## src/hdl/ps2ht_pkg.sv

```systemverilog
// ----------------------------------------------------------------------------
// PS/2 host transceiver package
// Shared types, constants and small helper functions.
// ----------------------------------------------------------------------------
package ps2ht_pkg;

    typedef enum logic [1:0] {
        MODE_EDGE  = 2'd0,
        MODE_START = 2'd1,
        MODE_POP   = 2'd2,
        MODE_ABORT = 2'd3
    } t_mode;

    // Index of the last bit of an 11-bit receive frame.
    localparam logic [3:0] FRAME_LAST   = 4'd10;
    // Data bits plus parity driven by the host.
    localparam logic [3:0] TX_DATA_BITS = 4'd9;
    localparam logic [7:0] BAD_MAX      = 8'hFF;

    typedef struct packed {
        logic push;
        logic pop;
    } t_ring_ctl;

    typedef struct packed {
        logic       drive_bit;
        logic       drive_valid;
        logic       lines_released;
        logic       ack_seen;
        logic       frame_good;
        logic       frame_bad;
        logic [7:0] pop_byte;
        logic       pop_valid;
        logic [7:0] bad_frames;
    } t_rsp;

    function automatic logic odd_parity(input logic [7:0] b);
        return ~(^b);
    endfunction

    function automatic logic [7:0] reverse8(input logic [7:0] b);
        logic [7:0] r;
        for (int i = 0; i < 8; i++) begin
            r[7-i] = b[i];
        end
        return r;
    endfunction

endpackage

```

## src/hdl/ps2ht_if.sv

```systemverilog
// ----------------------------------------------------------------------------
// PS/2 host transceiver channels
// Request and response channels with valid/ready handshake.
// ----------------------------------------------------------------------------
interface ps2ht_req_if;
    logic       valid;
    logic       ready;
    logic [1:0] mode;
    logic       line_bit;
    logic [7:0] send_byte;

    modport source (output valid, output mode, output line_bit, output send_byte,
                    input ready);
    modport sink   (input valid, input mode, input line_bit, input send_byte,
                    output ready);
endinterface

interface ps2ht_rsp_if;
    logic       valid;
    logic       ready;
    logic       drive_bit;
    logic       drive_valid;
    logic       lines_released;
    logic       ack_seen;
    logic       frame_good;
    logic       frame_bad;
    logic [7:0] pop_byte;
    logic       pop_valid;
    logic [7:0] bad_frames;

    modport source (output valid, output drive_bit, output drive_valid,
                    output lines_released, output ack_seen, output frame_good,
                    output frame_bad, output pop_byte, output pop_valid,
                    output bad_frames, input ready);
    modport sink   (input valid, input drive_bit, input drive_valid,
                    input lines_released, input ack_seen, input frame_good,
                    input frame_bad, input pop_byte, input pop_valid,
                    input bad_frames, output ready);
endinterface

```

## src/hdl/ps2ht_ring.sv

```systemverilog
// ----------------------------------------------------------------------------
// PS/2 host receive ring
// Byte ring with head/tail pointers and a registered read of the head entry.
// ----------------------------------------------------------------------------
module ps2ht_ring
    import ps2ht_pkg::*;
#(
    parameter int DEPTH = 16
) (
    input  logic       i_clk,
    input  logic       i_rst_n,
    input  t_ring_ctl  i_ctl,
    input  logic [7:0] i_wr_data,
    output logic       o_empty,
    output logic [7:0] o_head_data
);

    localparam int AW = $clog2(DEPTH);
    localparam logic [AW-1:0] LAST = AW'(DEPTH - 1);

    logic [7:0]    r_mem [DEPTH];
    logic [AW-1:0] r_head, n_head;
    logic [AW-1:0] r_tail, n_tail;
    logic [7:0]    r_rd_data;

    always_comb begin
        n_head = r_head;
        n_tail = r_tail;
        if (i_ctl.pop) begin
            n_head = (r_head == LAST) ? '0 : r_head + 1'b1;
        end
        if (i_ctl.push) begin
            n_tail = (r_tail == LAST) ? '0 : r_tail + 1'b1;
        end
    end

    always_ff @(posedge i_clk) begin
        if (!i_rst_n) begin
            r_head <= '0;
            r_tail <= '0;
        end else begin
            r_head <= n_head;
            r_tail <= n_tail;
        end
    end

    // The read port always follows the next head, so the head entry is ready
    // in a register when a pop arrives. A write to that same entry is bypassed.
    always_ff @(posedge i_clk) begin
        if (i_ctl.push) begin
            r_mem[r_tail] <= i_wr_data;
        end
        if (i_ctl.push && (r_tail == n_head)) begin
            r_rd_data <= i_wr_data;
        end else begin
            r_rd_data <= r_mem[n_head];
        end
    end

    assign o_empty     = (r_head == r_tail);
    assign o_head_data = r_rd_data;

endmodule

```

## src/hdl/ps2_host_frame_transceiver_core.sv

```systemverilog
// ----------------------------------------------------------------------------
// PS/2 host frame transceiver
// Receives keyboard frames into a byte ring and serializes host commands.
// ----------------------------------------------------------------------------
// One request is accepted every clock cycle. Its response appears in the
// output register on the following cycle, and ready stays high unless that
// register holds a response the sink has not yet taken. Each request is a
// keyboard clock edge, a start of a transmit, a pop from the receive ring or
// an abort; all of them are handled by one pass of logic that updates the
// receive and transmit shifters and the ring pointers. The ring is a memory
// of RING_DEPTH bytes whose head entry is kept in a registered read port.
module ps2_host_frame_transceiver_core
    import ps2ht_pkg::*;
#(
    parameter int RING_DEPTH = 16
) (
    input  logic           i_clk,
    input  logic           i_rst_n,
    ps2ht_req_if.sink      i_req,
    ps2ht_rsp_if.source    o_rsp
);

    logic        r_out_valid;
    t_rsp        r_rsp, n_rsp;
    logic [10:0] r_rx_shift, n_rx_shift;
    logic [3:0]  r_rx_bits, n_rx_bits;
    logic [8:0]  r_tx_shift, n_tx_shift;
    logic [3:0]  r_tx_bits, n_tx_bits;
    logic        r_host_sending, n_host_sending;
    logic [7:0]  r_bad_count, n_bad_count;

    logic        accept;
    logic        ring_empty;
    logic [7:0]  ring_head_data;
    logic [10:0] frame;
    logic [7:0]  rx_byte;
    t_ring_ctl   ring_ctl;
    t_mode       mode;

    assign i_req.ready = !r_out_valid || o_rsp.ready;
    assign accept      = i_req.valid && i_req.ready;
    assign mode        = t_mode'(i_req.mode);
    assign frame       = {r_rx_shift[9:0], i_req.line_bit};
    assign rx_byte     = reverse8(frame[9:2]);

    always_comb begin
        n_rx_shift     = r_rx_shift;
        n_rx_bits      = r_rx_bits;
        n_tx_shift     = r_tx_shift;
        n_tx_bits      = r_tx_bits;
        n_host_sending = r_host_sending;
        n_bad_count    = r_bad_count;
        n_rsp          = '0;
        ring_ctl       = '0;
        unique case (mode)
            MODE_EDGE: begin
                if (r_host_sending) begin
                    if (r_tx_bits < TX_DATA_BITS) begin
                        n_rsp.drive_bit   = r_tx_shift[0];
                        n_rsp.drive_valid = 1'b1;
                        n_tx_shift        = {1'b0, r_tx_shift[8:1]};
                        n_tx_bits         = r_tx_bits + 1'b1;
                    end else if (r_tx_bits == TX_DATA_BITS) begin
                        n_rsp.lines_released = 1'b1;
                        n_tx_bits            = r_tx_bits + 1'b1;
                    end else if (!i_req.line_bit) begin
                        n_rsp.ack_seen = 1'b1;
                        n_tx_bits      = '0;
                        n_host_sending = 1'b0;
                    end
                end else if (r_rx_bits == FRAME_LAST) begin
                    // Frame complete: start bit must be low, stop bit high.
                    if (frame[10] || !frame[0]) begin
                        if (r_bad_count != BAD_MAX) begin
                            n_bad_count = r_bad_count + 1'b1;
                        end
                        n_rsp.frame_bad = 1'b1;
                    end else begin
                        ring_ctl.push    = 1'b1;
                        n_rsp.frame_good = 1'b1;
                    end
                    n_rx_shift = '0;
                    n_rx_bits  = '0;
                end else begin
                    n_rx_shift = frame;
                    n_rx_bits  = r_rx_bits + 1'b1;
                end
            end
            MODE_START: begin
                n_tx_shift     = {odd_parity(i_req.send_byte), i_req.send_byte};
                n_tx_bits      = '0;
                n_host_sending = 1'b1;
            end
            MODE_POP: begin
                if (!ring_empty) begin
                    ring_ctl.pop    = 1'b1;
                    n_rsp.pop_byte  = ring_head_data;
                    n_rsp.pop_valid = 1'b1;
                end
            end
            MODE_ABORT: begin
                n_host_sending = 1'b0;
                n_tx_bits      = '0;
            end
            default: ;
        endcase
        n_rsp.bad_frames = n_bad_count;
        if (!accept) begin
            ring_ctl = '0;
        end
    end

    always_ff @(posedge i_clk) begin
        if (!i_rst_n) begin
            r_out_valid    <= 1'b0;
            r_rx_shift     <= '0;
            r_rx_bits      <= '0;
            r_tx_shift     <= '0;
            r_tx_bits      <= '0;
            r_host_sending <= 1'b0;
            r_bad_count    <= '0;
        end else begin
            if (accept) begin
                r_out_valid    <= 1'b1;
                r_rx_shift     <= n_rx_shift;
                r_rx_bits      <= n_rx_bits;
                r_tx_shift     <= n_tx_shift;
                r_tx_bits      <= n_tx_bits;
                r_host_sending <= n_host_sending;
                r_bad_count    <= n_bad_count;
            end else if (o_rsp.ready) begin
                r_out_valid <= 1'b0;
            end
        end
    end

    always_ff @(posedge i_clk) begin
        if (accept) begin
            r_rsp <= n_rsp;
        end
    end

    ps2ht_ring #(
        .DEPTH (RING_DEPTH)
    ) u_ring (
        .i_clk       (i_clk),
        .i_rst_n     (i_rst_n),
        .i_ctl       (ring_ctl),
        .i_wr_data   (rx_byte),
        .o_empty     (ring_empty),
        .o_head_data (ring_head_data)
    );

    assign o_rsp.valid          = r_out_valid;
    assign o_rsp.drive_bit      = r_rsp.drive_bit;
    assign o_rsp.drive_valid    = r_rsp.drive_valid;
    assign o_rsp.lines_released = r_rsp.lines_released;
    assign o_rsp.ack_seen       = r_rsp.ack_seen;
    assign o_rsp.frame_good     = r_rsp.frame_good;
    assign o_rsp.frame_bad      = r_rsp.frame_bad;
    assign o_rsp.pop_byte       = r_rsp.pop_byte;
    assign o_rsp.pop_valid      = r_rsp.pop_valid;
    assign o_rsp.bad_frames     = r_rsp.bad_frames;

endmodule

```

## src/flat_wrapper.sv

```systemverilog
// flat-port wrapper written by rule: the top's interface ports become plain ports
module ps2_host_frame_transceiver_core_flat import ps2ht_pkg::*;
#(
    parameter int RING_DEPTH = 16
)
  (i_clk, i_rst_n, i_req_valid, i_req_mode, i_req_line_bit, i_req_send_byte, i_req_ready, o_rsp_valid, o_rsp_drive_bit, o_rsp_drive_valid, o_rsp_lines_released, o_rsp_ack_seen, o_rsp_frame_good, o_rsp_frame_bad, o_rsp_pop_byte, o_rsp_pop_valid, o_rsp_bad_frames, o_rsp_ready);
  ps2ht_req_if i_req_i ();
  ps2ht_rsp_if o_rsp_i ();
  input  logic i_clk;
  input  logic i_rst_n;
  input wire logic [$bits(i_req_i.valid)-1:0] i_req_valid;
  input wire logic [$bits(i_req_i.mode)-1:0] i_req_mode;
  input wire logic [$bits(i_req_i.line_bit)-1:0] i_req_line_bit;
  input wire logic [$bits(i_req_i.send_byte)-1:0] i_req_send_byte;
  output wire logic [$bits(i_req_i.ready)-1:0] i_req_ready;
  output wire logic [$bits(o_rsp_i.valid)-1:0] o_rsp_valid;
  output wire logic [$bits(o_rsp_i.drive_bit)-1:0] o_rsp_drive_bit;
  output wire logic [$bits(o_rsp_i.drive_valid)-1:0] o_rsp_drive_valid;
  output wire logic [$bits(o_rsp_i.lines_released)-1:0] o_rsp_lines_released;
  output wire logic [$bits(o_rsp_i.ack_seen)-1:0] o_rsp_ack_seen;
  output wire logic [$bits(o_rsp_i.frame_good)-1:0] o_rsp_frame_good;
  output wire logic [$bits(o_rsp_i.frame_bad)-1:0] o_rsp_frame_bad;
  output wire logic [$bits(o_rsp_i.pop_byte)-1:0] o_rsp_pop_byte;
  output wire logic [$bits(o_rsp_i.pop_valid)-1:0] o_rsp_pop_valid;
  output wire logic [$bits(o_rsp_i.bad_frames)-1:0] o_rsp_bad_frames;
  input wire logic [$bits(o_rsp_i.ready)-1:0] o_rsp_ready;
  assign i_req_i.valid = i_req_valid;
  assign i_req_i.mode = i_req_mode;
  assign i_req_i.line_bit = i_req_line_bit;
  assign i_req_i.send_byte = i_req_send_byte;
  assign i_req_ready = i_req_i.ready;
  assign o_rsp_valid = o_rsp_i.valid;
  assign o_rsp_drive_bit = o_rsp_i.drive_bit;
  assign o_rsp_drive_valid = o_rsp_i.drive_valid;
  assign o_rsp_lines_released = o_rsp_i.lines_released;
  assign o_rsp_ack_seen = o_rsp_i.ack_seen;
  assign o_rsp_frame_good = o_rsp_i.frame_good;
  assign o_rsp_frame_bad = o_rsp_i.frame_bad;
  assign o_rsp_pop_byte = o_rsp_i.pop_byte;
  assign o_rsp_pop_valid = o_rsp_i.pop_valid;
  assign o_rsp_bad_frames = o_rsp_i.bad_frames;
  assign o_rsp_i.ready = o_rsp_ready;
  ps2_host_frame_transceiver_core #(.RING_DEPTH(RING_DEPTH)) u_core (.i_clk(i_clk), .i_rst_n(i_rst_n), .i_req(i_req_i), .o_rsp(o_rsp_i));
endmodule
```

## config.mk

```make
export PLATFORM = sky130hd
export DESIGN_NAME = ps2_host_frame_transceiver_core_flat
export DESIGN_NICKNAME = d
export VERILOG_FILES = /design/src/hdl/ps2ht_pkg.sv /design/src/hdl/ps2ht_if.sv /design/src/hdl/ps2ht_ring.sv /design/src/hdl/ps2_host_frame_transceiver_core.sv /design/src/flat_wrapper.sv
export SDC_FILE = /design/constraint.sdc
export NUM_CORES = 1
export LEC_CHECK = 0
export BUFFER_PORTS_ARGS = -buffer_cell sky130_fd_sc_hd__buf_2
export CORE_MARGIN = 2
export CORE_UTILIZATION = 40
export DETAILED_ROUTE_END_ITERATION = 6
export PLACE_DENSITY = 0.63
export SLEW_MARGIN = 10
export SYNTH_ARGS = -nofsm -noshare
export SYNTH_HDL_FRONTEND = slang
export SYNTH_SLANG_ARGS = --single-unit
```

## constraint.sdc

```tcl
create_clock -name i_clk -period 2.2 [get_ports i_clk]
set_input_delay 0.44 -clock i_clk [delete_from_list [all_inputs] [get_ports i_clk]]
set_output_delay 0.44 -clock i_clk [all_outputs]
set_load 0.05 [all_outputs]
```

Yosys cells after proc, flatten, opt, wreduce, memory -nomap -nowiden
Memories as Yosys holds them, arrays and structs flattened. A register that Yosys moved wholly into a read port is not among the register bits.
Cells that the tools add are included.
{ "word_totals": {"memories": 1, "reg_bits": 68, "ramBits": 128} }
{ "op_classes": {"bitwise_logic": 5, "n_lt_le_gt_ge": 1, "n_reduce_logical": 22, "n_mux": 39, "eq_ne": 12, "addsub": 5} }
{ "memory_table": {"columns": ["name", "words", "word_bits", "rd", "rd_ports_with_merged_regs", "write_ports", "line", "source"], "rows": [
  ["u_core.u_ring.r_mem", 16, 8, 1, 1, 1, "ps2ht_ring.sv:21", "logic [7:0] r_mem [DEPTH];"]
]} }
{ "op_table": {"columns": ["cell", "n"], "rows": [
  ["2-to-1 mux 8 bit", 5],
  ["2-to-1 mux 4 bit", 8],
  ["2-to-1 mux 1 bit", 19],
  ["2-to-1 mux 9 bit", 2],
  ["case mux 9 bit (2 select lines)", 1],
  ["adder 4 x 1 -> 4 bit (second input constant)", 4],
  ["equality test 4 bit (second input constant)", 4],
  ["2-to-1 mux 10 bit", 1],
  ["adder 8 x 1 -> 8 bit (second input constant)", 1],
  ["!= test 8 bit (second input constant)", 1],
  ["case mux 4 bit (2 select lines)", 1],
  ["AND reduction 4 bit", 2],
  ["parity 8 bit", 1],
  ["AND reduction 3 bit", 2],
  ["nonzero test 2 bit", 3],
  ["OR reduction 3 bit", 2],
  ["NOT 1 bit", 5],
  ["equality test 2 bit (second input constant)", 2],
  ["equality test 4 bit", 1],
  ["< comparator 4 bit (second input constant)", 1],
  ["!= test 2 x 1 -> 1 bit (second input constant)", 2],
  ["!= test 4 x 2 -> 1 bit (second input constant)", 1],
  ["AND reduction 2 bit", 2],
  ["OR reduction 2 bit", 2],
  ["other kinds (9)", 11]
]} }

Logic depth before layout (Yosys ltp)
{ "depth": {"ltp_word": 9, "depth_mapped": 7, "ltp_nobuf": 6} }

Modules after synthesis
From an unflattened synthesis, not the netlist that was laid out.
{ "unflattened": {"hier_cells": 566, "hier_area_um2": 8454.4} }
{ "by_module_without_submodules": {"columns": ["mod", "cells_per_inst", "instances", "area_each_um2"], "rows": [
  ["ps2ht_ring", 276, 1, 5540.3],
  ["ps2_host_frame_transceiver_core", 290, 1, 2914.0]
]} }

Worst setup path before layout
Ideal clock, no wire load.
{ "synth_path": {"kind": "reg2reg", "from": "register u_core.r_out_valid, in the netlist u_core.o_rsp.valid", "to": "register (tool-made name)", "path_buffers": 1, "required_time_ns": 2.083, "setup_slack_ns": -0.671, "period_less_slack_ns": 2.871, "arrival_time_ns": 2.754, "path_stages_with_launch": 8, "path_cell_list": "dfxtp_1 nor2b_1 inv_1 nand2_1 inv_1 clkbuf_1 nand4b_1 a22o_1"} }
{ "synth_lines": {"columns": ["element", "line", "source"], "rows": [
  ["from (decl)", "ps2_host_frame_transceiver_core.sv:23", "logic r_out_valid;"],
  ["from (signal assigned)", "ps2_host_frame_transceiver_core.sv:115", "r_out_valid <= 1'b0;"],
  ["from (signal assigned)", "ps2_host_frame_transceiver_core.sv:124", "r_out_valid <= 1'b1;"],
  ["from (signal assigned)", "ps2_host_frame_transceiver_core.sv:132", "r_out_valid <= 1'b0;"]
]} }

Worst setup path in the final report
{ "layout_path": {"from": "register u_core.r_rx_bits[2]", "to": "register u_core.r_rsp (netlist bit u_core.o_rsp.bad_frames[3]), data pin"} }
{ "layout_between": {"elab_chain_cells": 4} }
{ "layout_rtl": {"columns": ["element", "line", "source"], "rows": [
  ["from (decl)", "ps2_host_frame_transceiver_core.sv:26", "logic [3:0] r_rx_bits, n_rx_bits;"],
  ["from (signal assigned)", "ps2_host_frame_transceiver_core.sv:126", "r_rx_bits <= n_rx_bits;"],
  ["equality test 4 bit", "ps2_host_frame_transceiver_core.sv:71", "end else if (r_rx_bits == FRAME_LAST) begin"],
  ["2-to-1 mux 8 bit", "ps2_host_frame_transceiver_core.sv:71", null],
  ["2-to-1 mux 8 bit", "ps2_host_frame_transceiver_core.sv:57", "if (r_host_sending) begin"],
  ["2-to-1 mux 8 bit", "ps2_host_frame_transceiver_core.sv:55", "unique case (mode)"],
  ["named net u_core.n_bad_count[3]", "ps2_host_frame_transceiver_core.sv:30", "logic [7:0] r_bad_count, n_bad_count;"],
  ["to (signal assigned)", "ps2_host_frame_transceiver_core.sv:139", "r_rsp <= n_rsp;"],
  ["to (decl)", "ps2_host_frame_transceiver_core.sv:24", "t_rsp r_rsp, n_rsp;"]
]} }
The timed path passes the listed nets, and every way through them passes these cells.
A chain may end at the register's enable or synchronous reset.

==> flow_summary.ini <==
[clock_tree]
numCtsBuffers = 17
clk_path_buf_depth = 2
htree_levels = 4
insertion_delay_ps = 430
cts_tree = done
post_cts_buffers = 0
ctsHoldBuffers = 0
post_cts_resized = 0
cts.clk_slew.worst_paths_ps = 70
clkSinkCount = 200
root_buffer = clkbuf_16

[route]
wl_mm = 17.4
avgRoutedWirePerCell_um = 18.5
vias = 5109
routed_via_density = 5.44
firstDrtPassIters = 5
drc = 0
drtAntennaViolNets = 0
drtIter0Drc = 426

[finish]
register_area_um2 = 5520
antenna_cells = 0
fillCellCount = 1830
multiInputGateArea_um2 = 2650
drive_gt1_share_pct = 25.2
syn_to_final_growth_pct = 16.3
nNetsFinal = 675

[die]
start_util_pct = 40.3
die_x_um = 149
core-area_um2 = 20800
rows = 53
die_h_um = 149
ios = 40
dieArea_um2 = 22200

[synth]
yosys.cell_count.top_type = edfxtp_1
yosys-top-cells-count = edfxtp_1, dfxtp_1, a211oi_1, mux4_2, a21oi_1
synth_top_area_share_pct = 54.0
synthTopCellsByArea = edfxtp_1, dfxtp_1, mux4_2
ys_seq_area_share_pct = 65.7
netlist_area_um2 = 8400
synthCells = 581
syn-num-nets = 605
synth_largest_area_cell = edfxtp_1
yosys_warnings = 0
synthArstFlopShare_pct = 0
yosysUniqueCellTypes = 54
syn_area_per_cell_um2 = 14.5
ys_ff_latch = 200
synth_ff_type = edfxtp_1
synth-edff-count = 151

[sta]
fin_skew_ps = 12.9
slew_violations = 0
post-route-period-util_pct = 93.1
max_freq_ghz = 0.488
setup_ws_ps = 151
tightest_slew_ps = 771
rsz0062_at_grt = no
maxSlewHeadroom_pct = 48.5
hold_violations = 0
period_minus_slack_ps = 2050
setup_viol = 0

[flow_run]
cap_violations = 0

[global_route]
grt_use_met2_pct = 27.1
met1_usage_pct = 21.6
grt.overflow.total = 0
grt_pass1_vias = 5176
grt_pass1_wl_mm = 27.5
grt_max_degree = 25
grt_use_total_pct = 16.3
grt.busiest_layer = met2
antenna_found_initial = 0
grt_use_met3_pct = 3.88

[min_path]
hold_path.class = input pin to register

[setup_path]
cp.arrival_ps = 2220
endpoint_kind = register
critPathLaunchType = register
crit_fanout = 13
crit_required_ps = 2370
critPathKind = register to register

[power_and_ir_drop]
p_leak_uw = 0.00325
vdd_drop_max_mv = 0.520
power.density_nw_per_um2 = 761
finalPower_uw = 7430

[run_status]
outcome = finished, final reports clean

[placement]
preCtsSetupSlack_ps = -78.4
routabilityCongestion = 0.756
place.port_buffers = 39
hpwl_mm = 11.5
## per-layer routing
layer  wire (um)  vias up
met5           0        -
met4         175        0
met3         699       17
met2        8560      121
met1        7930     2571
li1            -     2400
## kinds of logic (layout without fill, tap and decap cells)
family / count (synthesis) / in the layout / share of synthesized area [%]
muxes: 52 / 52 / 11.1
adders and majority gates: 9 / 9 / 1.34
xor gates and xnor gates: 17 / 17 / 1.77
AOI/OAI and AO/OA: 106 / 106 / 8.46
buffers and inverters: 59 / 142 / 2.82
DFF: 200 / 200 / 65.7
and+or+nand+nor: 138 / 138 / 8.81
## final cells by class
cell class | instances | share of cell area [%]
Inverter | 24 | 0.923
Tap cell | 275 | 3.52
Clock buffer | 18 | 4.40
Clock inverter | 14 | 1.60
Timing Repair Buffer | 86 | 5.87
Sequential cell | 200 | 56.5
Multi-Input combinational cell | 322 | 27.2
## cell usage in the layout, fill, tap and decap left out, drive strengths merged, types with 7 or more instances in the layout
cell / instances
a211oi: 34
a21oi: 31
buf: 86
clkbuf: 18
dfxtp: 49
edfxtp: 151
ha: 9
inv: 30
mux2: 11
mux2i: 9
mux4: 32
nand2: 26
nand3: 24
nor2: 20
nor2b: 16
nor3: 14
o21ai: 12
xnor2: 7
xor2: 10
## through the flow
step	cells	setup TNS, ps	hold WS [ps]	area, um2	util [%]
4_1_cts	939	0	344	9760	46.9
2_1_floorplan	581	-4400	429	8400	-
5_1_grt	939	0	341	9760	46.9
3_5_place_dp	907	-366	445	9180	44.1
6_report	939	0	365	9760	46.9
3_3_place_gp	907	-53.8	442	9180	44.1
## registers in the layout, indices dropped and copies added, names as in the netlist, 4 cells and up, named ones only
name / flops
u_core.r_rx_shift: 10
u_core.o_rsp.pop_byte: 8
u_core.u_ring.r_mem: 128
u_core.u_ring.r_tail: 4
u_core.r_tx_shift: 9
u_core.u_ring.r_head: 4
u_core.r_bad_count: 8
u_core.r_tx_bits: 4
u_core.o_rsp.bad_frames: 8
u_core.r_rx_bits: 4
## where the power goes
| group | switching, uW | leakage, uW | total [uW] | internal, uW |
|---|---|---|---|---|
| Combinational | 208 | 0.00116 | 304 | 96.2 |
| Sequential | 13.7 | 0.00181 | 4050 | 4040 |
| Clock | 1450 | 0.000285 | 3070 | 1610 |
| Total | 1680 | 0.00325 | 7430 | 5750 |
## critical path: stages (launching register included)
cell       delay [ps]
dfxtp_1           350
nand4bb_1         280
or3_1             580
buf_4             230
nor3_1            260
xor2_1            100
## path summary, 6_finish.rpt
check        cells after the start                         end                  from  slack, ps
max                              5  u_core.o_rsp.bad_frames[3]   u_core.r_rx_bits[2]        150
min                              2         u_core.r_tx_bits[3]               i_rst_n        360
max reg2reg                      5  u_core.o_rsp.bad_frames[3]   u_core.r_rx_bits[2]        150
min reg2reg                      2        u_core.r_rx_shift[0]  u_core.r_rx_shift[0]        460
Note: power is estimated with default switching activity, not from simulation.
